File: config.mk
export PLATFORM = sky130hd
export DESIGN_NAME = pidts_ctrl
export DESIGN_NICKNAME = d
export VERILOG_FILES = /design/src/rtl/pidts_pkg.sv /design/src/rtl/pidts_ctrl.sv
export SDC_FILE = /design/constraint.sdc
export NUM_CORES = 1
export LEC_CHECK = 0
export BUFFER_PORTS_ARGS = -buffer_cell sky130_fd_sc_hd__buf_2
export CELL_PAD_IN_SITES_DETAIL_PLACEMENT = 1
export CELL_PAD_IN_SITES_GLOBAL_PLACEMENT = 1
export CORE_MARGIN = 2
export CORE_UTILIZATION = 46
export CTS_BUF_LIST = sky130_fd_sc_hd__clkbuf_8
export DETAILED_ROUTE_END_ITERATION = 6
export PLACE_DENSITY_LB_ADDON = 0.1
export RECOVER_POWER = 100
export SETUP_SLACK_MARGIN = 0.1
export SLEW_MARGIN = 40
export SYNTH_ARGS = -nofsm -noshare
export SYNTH_HDL_FRONTEND = slang
export SYNTH_SLANG_ARGS = --single-unit
File: constraint.sdc
create_clock -name i_clk -period 3.8 [get_ports i_clk]
set_input_delay 0.38 -clock i_clk [delete_from_list [all_inputs] [get_ports i_clk]]
set_output_delay 0.38 -clock i_clk [all_outputs]
set_load 0.005 [all_outputs]
File: src/rtl/pidts_pkg.sv
`default_nettype none
// ----------------------------------------------------------------------------
// pidts_pkg - shared types and constants
// Command/status types between controller and datapath, widths and helpers
// for the timestamped PID controller.
// ----------------------------------------------------------------------------
package pidts_pkg;

    localparam int unsigned DATA_W    = 32;
    localparam int unsigned FRAC_BITS = 16;
    localparam int unsigned ACC_W     = 48;   // integral and term width
    localparam int unsigned SUM_W     = 50;   // sum of three terms
    localparam int unsigned MUL_W     = 33;   // multiplier operand width
    localparam int unsigned PROD_W    = 2 * MUL_W;
    localparam int unsigned TACC_W    = 80;   // full gain * value product
    localparam int unsigned DIV_W     = 63;   // divider numerator width
    localparam int unsigned DER_NUM_W = 42;   // |delta error| * 1000
    localparam int unsigned CNT_W     = 6;
    localparam int unsigned CFG_IDX_W = 2;
    localparam int unsigned MS_PER_S  = 1000;

    // divide by 1000: 16-bit digits, partial dividend below 2^26,
    // quotient digit = (y * ceil(2^36 / 1000)) >> 36, exact for y < 2^26
    localparam int unsigned KDIV_DIG_W = 16;
    localparam int unsigned KDIV_REM_W = 10;
    localparam int unsigned KDIV_Y_W   = KDIV_REM_W + KDIV_DIG_W;
    localparam int unsigned KDIV_SHIFT = 36;
    localparam logic [26:0] KDIV_RECIP = 27'd68719477;

    typedef enum logic [CFG_IDX_W-1:0] {
        CFG_GAIN_P       = 2'd0,
        CFG_GAIN_I       = 2'd1,
        CFG_GAIN_D       = 2'd2,
        CFG_OUTPUT_LIMIT = 2'd3
    } t_cfg_idx;

    typedef enum logic [3:0] {
        OP_NONE      = 4'd0,
        OP_LOAD      = 4'd1,
        OP_MUL_INC   = 4'd2,
        OP_DER_ZERO  = 4'd3,
        OP_DIV_INC   = 4'd4,
        OP_INT_UPD   = 4'd5,
        OP_DER_UPD   = 4'd6,
        OP_MUL_HI    = 4'd7,
        OP_MUL_LO    = 4'd8,
        OP_TERM_ACC  = 4'd9,
        OP_FINISH    = 4'd10
    } t_dp_op;

    typedef enum logic [1:0] {
        TERM_P = 2'd0,
        TERM_I = 2'd1,
        TERM_D = 2'd2
    } t_term;

    typedef struct packed {
        t_dp_op op;
        t_term  term;
    } t_dp_cmd;

    typedef struct packed {
        logic dtm_zero;
        logic inc_done;
        logic div_busy;
        logic div_done;
        logic out_free;
    } t_dp_stat;

    // saturate a 64 bit signed value to the signed 48 bit range
    function automatic logic signed [ACC_W-1:0] sat48(input logic signed [63:0] v);
        logic all_same;
        all_same = (&v[63:ACC_W-1]) | ~(|v[63:ACC_W-1]);
        if (all_same) begin
            sat48 = v[ACC_W-1:0];
        end else if (v[63]) begin
            sat48 = {1'b1, {(ACC_W-1){1'b0}}};
        end else begin
            sat48 = {1'b0, {(ACC_W-1){1'b1}}};
        end
    endfunction

endpackage : pidts_pkg
`default_nettype wire

File: src/rtl/pidts_ctrl.sv
`default_nettype none
// ----------------------------------------------------------------------------
// pidts_ctrl - PID sequencer
// One-hot state machine that steps the datapath through load, integral
// division, derivative division (both skipped for a zero time step), three gain terms and the output write.
// ----------------------------------------------------------------------------
module pidts_ctrl
    import pidts_pkg::*;
(
    input  wire logic     i_clk,
    input  wire logic     i_rst_n,
    input  wire logic     i_in_valid,
    output      logic     o_in_ready,
    output      t_dp_cmd  o_cmd,
    input  wire t_dp_stat i_stat
);

    typedef enum logic [10:0] {
        S_IDLE     = 11'b000_0000_0001,
        S_MUL_INC  = 11'b000_0000_0010,
        S_DIV_GO   = 11'b000_0000_0100,
        S_DIV_INC  = 11'b000_0000_1000,
        S_INT_UPD  = 11'b000_0001_0000,
        S_DIV_DER  = 11'b000_0010_0000,
        S_DER_UPD  = 11'b000_0100_0000,
        S_MUL_HI   = 11'b000_1000_0000,
        S_MUL_LO   = 11'b001_0000_0000,
        S_TERM_ACC = 11'b010_0000_0000,
        S_FINISH   = 11'b100_0000_0000
    } t_state;

    t_state r_state;
    t_state n_state;
    t_term  r_term;
    t_term  n_term;

    always_comb begin
        n_state    = r_state;
        n_term     = r_term;
        o_cmd.op   = OP_NONE;
        o_cmd.term = r_term;
        o_in_ready = 1'b0;
        unique case (r_state)
            S_IDLE: begin
                o_in_ready = 1'b1;
                if (i_in_valid) begin
                    o_cmd.op = OP_LOAD;
                    n_term   = TERM_P;
                    n_state  = S_MUL_INC;
                end
            end
            S_MUL_INC: begin
                // zero time step: integral holds, derivative is zero
                if (i_stat.dtm_zero) begin
                    o_cmd.op = OP_DER_ZERO;
                    n_state  = S_MUL_HI;
                end else begin
                    o_cmd.op = OP_MUL_INC;
                    n_state  = S_DIV_GO;
                end
            end
            S_DIV_GO: begin
                o_cmd.op = OP_DIV_INC;
                n_state  = S_DIV_INC;
            end
            S_DIV_INC: begin
                if (i_stat.inc_done) begin
                    n_state = S_INT_UPD;
                end
            end
            S_INT_UPD: begin
                // update the integral and launch the derivative division
                o_cmd.op = OP_INT_UPD;
                n_state  = S_DIV_DER;
            end
            S_DIV_DER: begin
                if (i_stat.div_done) begin
                    n_state = S_DER_UPD;
                end
            end
            S_DER_UPD: begin
                o_cmd.op = OP_DER_UPD;
                n_state  = S_MUL_HI;
            end
            S_MUL_HI: begin
                o_cmd.op = OP_MUL_HI;
                n_state  = S_MUL_LO;
            end
            S_MUL_LO: begin
                o_cmd.op = OP_MUL_LO;
                n_state  = S_TERM_ACC;
            end
            S_TERM_ACC: begin
                o_cmd.op = OP_TERM_ACC;
                case (r_term)
                    TERM_P: begin
                        n_term  = TERM_I;
                        n_state = S_MUL_HI;
                    end
                    TERM_I: begin
                        n_term  = TERM_D;
                        n_state = S_MUL_HI;
                    end
                    default: begin
                        n_state = S_FINISH;
                    end
                endcase
            end
            S_FINISH: begin
                // hold until the result register can take the transaction
                if (i_stat.out_free) begin
                    o_cmd.op = OP_FINISH;
                    n_state  = S_IDLE;
                end
            end
            default: begin
                n_state = S_IDLE;
            end
        endcase
    end

    always_ff @(posedge i_clk) begin
        if (!i_rst_n) begin
            r_state <= S_IDLE;
            r_term  <= TERM_P;
        end else begin
            r_state <= n_state;
            r_term  <= n_term;
        end
    end

endmodule : pidts_ctrl
`default_nettype wire

* Yosys cells after proc, flatten, opt, wreduce, memory -nomap -nowiden
Index checks and enable logic that the tools add are counted.
** Storage, ports and cells
- Flip-flop bits (word level) :: 13
- Output and inout port bits :: 7
- Bits of input ports :: 8
- Logic and storage cells :: 39
** Cells by class
- Eq/ne operators :: 17
- Reductions and logical operators :: 5
- Multiplexer cells :: 15
** Operator list (count)
- case mux 11 bit (11 select lines) :: 1
- 2-to-1 mux 11 bit :: 5
- case mux 4 bit (9 select lines) :: 1
- == test 11 x 1 -> 1 bit, second input constant :: 1
- == test 11 x 10 -> 1 bit, second input constant :: 1
- == test 11 bit, second input constant :: 1
- == test 11 x 2 -> 1 bit, second input constant :: 1
- == test 11 x 3 -> 1 bit, second input constant :: 1
- == test 11 x 4 -> 1 bit, second input constant :: 1
- == test 11 x 5 -> 1 bit, second input constant :: 1
- == test 11 x 6 -> 1 bit, second input constant :: 1
- == test 11 x 7 -> 1 bit, second input constant :: 1
- == test 11 x 8 -> 1 bit, second input constant :: 1
- == test 11 x 9 -> 1 bit, second input constant :: 1
- 2-to-1 mux 8 bit :: 1
- != test 2 bit, second input constant :: 4
- case mux 2 bit (2 select lines) :: 2
- 2-to-1 mux 4 bit :: 1
- AND reduction 4 bit :: 1
- 2-to-1 mux 1 bit :: 3
- != test 3 bit, second input constant :: 1
- AND reduction 3 bit :: 1
- == test 2 x 1 -> 1 bit, second input constant :: 1
- zero test 2 bit :: 1
- other kinds (3) :: 3

* Logic depth before layout (Yosys ltp)
- Depth in word-level cells :: 4
- Gate-level depth with buffers :: 7
- Mapped depth without buffers :: 7

* Worst setup path before layout
No wires, ideal clock.
- Kind :: reg-to-output
- Start point :: reg r_state[8]
- End point :: out o_cmd[2] (netlist name)
- Arrival :: 1.498 ns
- Path buffers :: 0
- Slack :: 1.922 ns
- Stages on the path, launching flop included :: 8
- Required time :: 3.420 ns
- Path through :: dfxtp_1 -> or4_4 -> nor4_4 -> nand2_2 -> inv_2 -> nand2_1 -> nand2b_1 -> nand3b_1
** RTL lines
- start: declaration :: line pidts_ctrl.sv:32 : t_state r_state;
- start signal: assignment :: line pidts_ctrl.sv:127 : r_state <= n_state;
- end: declaration :: line pidts_ctrl.sv:14 : output t_dp_cmd o_cmd,

==> impl_metrics.csv <==
group,metric,value,unit
run_status,status,"completed",
clock_tree,cts_num_sinks,13,
clock_tree,clkSlewWorstSetupHoldPaths,0.05,ns
final_layout,instances_no_fill,136,
detailed_routing,routed-via-count,800,
power_and_ir_drop,p_comb_share,29.9,%
setup_path,worstPathRequired,3.42,ns
clock_tree,htreeDepth,1,
sta,slew_violations,0,
power_and_ir_drop,swShare,33.8,%
synthesis,syn_area,892,sq um
sta,setup-tns-final,0,ns
detailed_routing,drt_iter0_drc,3,
detailed_routing,ant_nets,0,
synthesis,synthesis.nets,107,
setup_path,crit_arrival,2.38,ns
worst_hold_path,hold_class,"in -> reg",
worst_hold_path,min_path_cells,2,
synthesis,netlist_instances,99,
sta,tightest_slew,0.713,ns
final_layout,diodes,0,
grt,track_usage,22.6,%
floorplanning,core,1780,sq um
clock_tree,clockBufferDepth,2,
grt,grt_pass1_vias,759,
clock_tree,clock_latency,0.25,ns
final_layout,area_growth,1.12,%
detailed_routing,vias_per_cell,5.88,
placed_design,place_inst,132,
synthesis,synth_seq_area_share,29.2,%
detailed_routing,wl,2.22,mm
power_and_ir_drop,p_leak,0.332,nW
grt,grt_max_degree,13,
power_and_ir_drop,p_seq_share,40.0,%
final_layout,final_cell_mix,"13 x dfxtp_1, 10 x nor2_1, 9 x buf_2",
sta,fmax,362,MHz
power_and_ir_drop,p_total,402,uW
synthesis,ys_ff_latch,13,
power_and_ir_drop,irDropWorstVdd,0.260,mV
setup_path,cp-start-kind,"register",
sta,timing.hold.ws,0.315,ns
sta,rsz0062_at_grt,"false",
detailed_routing,drt-pass1-iter-count,5,
sta,max-slew-margin-rel,51.8,%
clock_tree,cts_tree,"yes",
job,max_cap_violations,0,
final_layout,fin_nets,120,
sta,final.min_clock_period,2.76,ns
final_layout,final-seq-area,260,sq um
clock_tree,postCtsSetupBuffers,0,
sta,finalSetupViolCount,0,
final_layout,finish.utilization,50.6,%
placed_design,gp_congestion,0.847,
power_and_ir_drop,clkPwrFrac,30.1,%
detailed_routing,route.detailed.drc,0,
floorplanning,die-height,48.0,microns
clock_tree,cts.root.buffer_cell,"clkbuf_8",
final_layout,nFillCells,232,
sta,clock_skew,0.00353,ns
power_and_ir_drop,p_sw,136,uW
power_and_ir_drop,p_per_area,446,nW/um^2
setup_path,crit_type,"reg -> out",
floorplanning,start_util,50.0,%
floorplanning,die_w,48.0,microns
setup_path,cp_slowest_stage_delay,0.59,ns
setup_path,ff2ff_path_depth,5,
placed_design,hpwl,1.73,mm
setup_path,crit_chain,"nor4_1 -> nand3_2 -> nor3b_1 -> nand2b_1 -> nand3b_1 -> clkbuf_1",
final_layout,final_common_cell,"dfxtp_1",
grt,antenna_found_initial,0,
synthesis,yosys.cell_types.count,38,
clock_tree,ctsResizeCount,0,
detailed_routing,wl_per_cell,16.3,microns
sta,fin_crit_sh,72.7,%
synthesis,synth.avg_cell_area,9.01,sq um
setup_path,path_max_fanout,9,
final_layout,layout-drive-gt1-share,16.2,%
floorplanning,die_area,2310,sq um
floorplanning,io-pin-count,15,
grt,grt_pass1_wl,3.48,mm
final_layout,multiInputGateArea,490,sq um
sta,final-hold-violation-count,0,
setup_path,end_kind,"primary output",
setup_path,cpMaxStageDelayCell,"nor3b_1",
grt,grt.overflow.total,0,
synthesis,yosysWarnings,0,
clock_tree,cts_hold_buffers,0,
power_and_ir_drop,p_int,266,uW
clock_tree,cts_buffers,3,
placed_design,numPortBuffers,13,
floorplanning,rows,15,
-- power by group through the flow --
| stage | sequential, mW | clock, mW | combinational [mW] |
|---|---|---|---|
| 2_1_floorplan | 0.155 | 0 | 0.117 |
| 3_3_place_gp | 0.167 | 0 | 0.130 |
| 3_5_place_dp | 0.166 | 0 | 0.134 |
| 4_1_cts | 0.164 | 0.124 | 0.135 |
| 5_1_grt | 0.163 | 0.130 | 0.133 |
| 6_report | 0.161 | 0.121 | 0.120 |
-- registers in the layout (all words and copies together), names as in the netlist --
signal / count
r_state: 11
r_term: 2
-- synthesized netlist by cell type --
cell type	instances	area (sq um)
nand2_1	7	26.3
nand3b_1	1	7.51
o22a_1	2	17.5
inv_2	1	3.75
nand4_1	1	6.26
nand4bb_4	1	27.5
a311oi_1	1	8.76
or4_4	1	11.3
and2b_1	1	7.51
nor3_4	1	16.3
or2b_2	2	17.5
nand2b_1	1	6.26
xnor2_1	2	17.5
nand2_2	1	6.26
a22oi_1	2	15.0
o311ai_2	1	16.3
o22ai_1	1	6.26
nor2b_1	1	6.26
nor2_1	10	37.5
nor3b_4	1	18.8
or2_1	1	6.26
nor3_1	4	20.0
nand3_1	6	30.0
o21ai_0	6	30.0
dfxtp_1	13	260
or3_1	1	6.26
nor4b_2	1	15.0
o21a_1	3	22.5
buf_6	5	56.3
nand3_2	1	10.0
nor4_1	2	12.5
a21oi_1	3	15.0
inv_1	3	11.3
nor4b_1	4	35.0
xor2_1	2	17.5
a31oi_1	1	6.26
nor4_4	2	42.5
o31ai_1	2	15.0
-- kinds of logic (layout without fill, tap and decap cells) --
group,after synthesis,in the layout,synth area share [%]
DFF,13,13,29.2
AOI/OAI and AO/OA,22,22,17.1
xor gates and xnor gates,4,4,3.93
buffers and inverters,9,21,7.99
and+or+nand+nor,51,51,41.8
-- per-layer routing --
layer	part of all wire, %	track usage (%)	vias to the layer above	routed length (microns)
li1	-	-	390	-
met1	44	26.9	382	971
met2	51	40.0	18	1130
met3	3.2	5.66	10	70
met4	2.1	6.49	0	46
met5	0	0	-	0
-- final cells by class --
type	instances	area share [%]
Tap cell	25	3.47
Inverter	4	1.66
Clock inverter	1	0.416
Timing Repair Buffer	13	6.66
Clock buffer	3	4.58
Multi-Input combinational cell	77	54.4
Sequential cell	13	28.8
-- stage by stage --
stage | instance area (sq um) | setup slack, ns
after detailed placement | 932 | 1.63
after floorplan | 892 | 1.92
after global placement | 932 | 1.64
final | 902 | 1.04
after global routing | 902 | 0.884
after CTS | 977 | 1.35
-- worst paths after layout --
path,startpoint,end,slack (ns)
setup / recovery,r_state[4],o_cmd[2],1.04
hold / removal,i_stat[4],r_state[2],0.31
setup reg to reg,r_state[4],r_state[4],1.17
hold reg to reg,r_term[0],r_term[0],0.51
-- worst max-delay path: cells and delay by family, from the launching register on --
family | cells | cell delay, ns
AND/OR/NAND/NOR | 5 | 1.62
flip-flops | 1 | 0.39
buffers and inverters | 1 | 0.12
(Power assumes the default switching activity.)
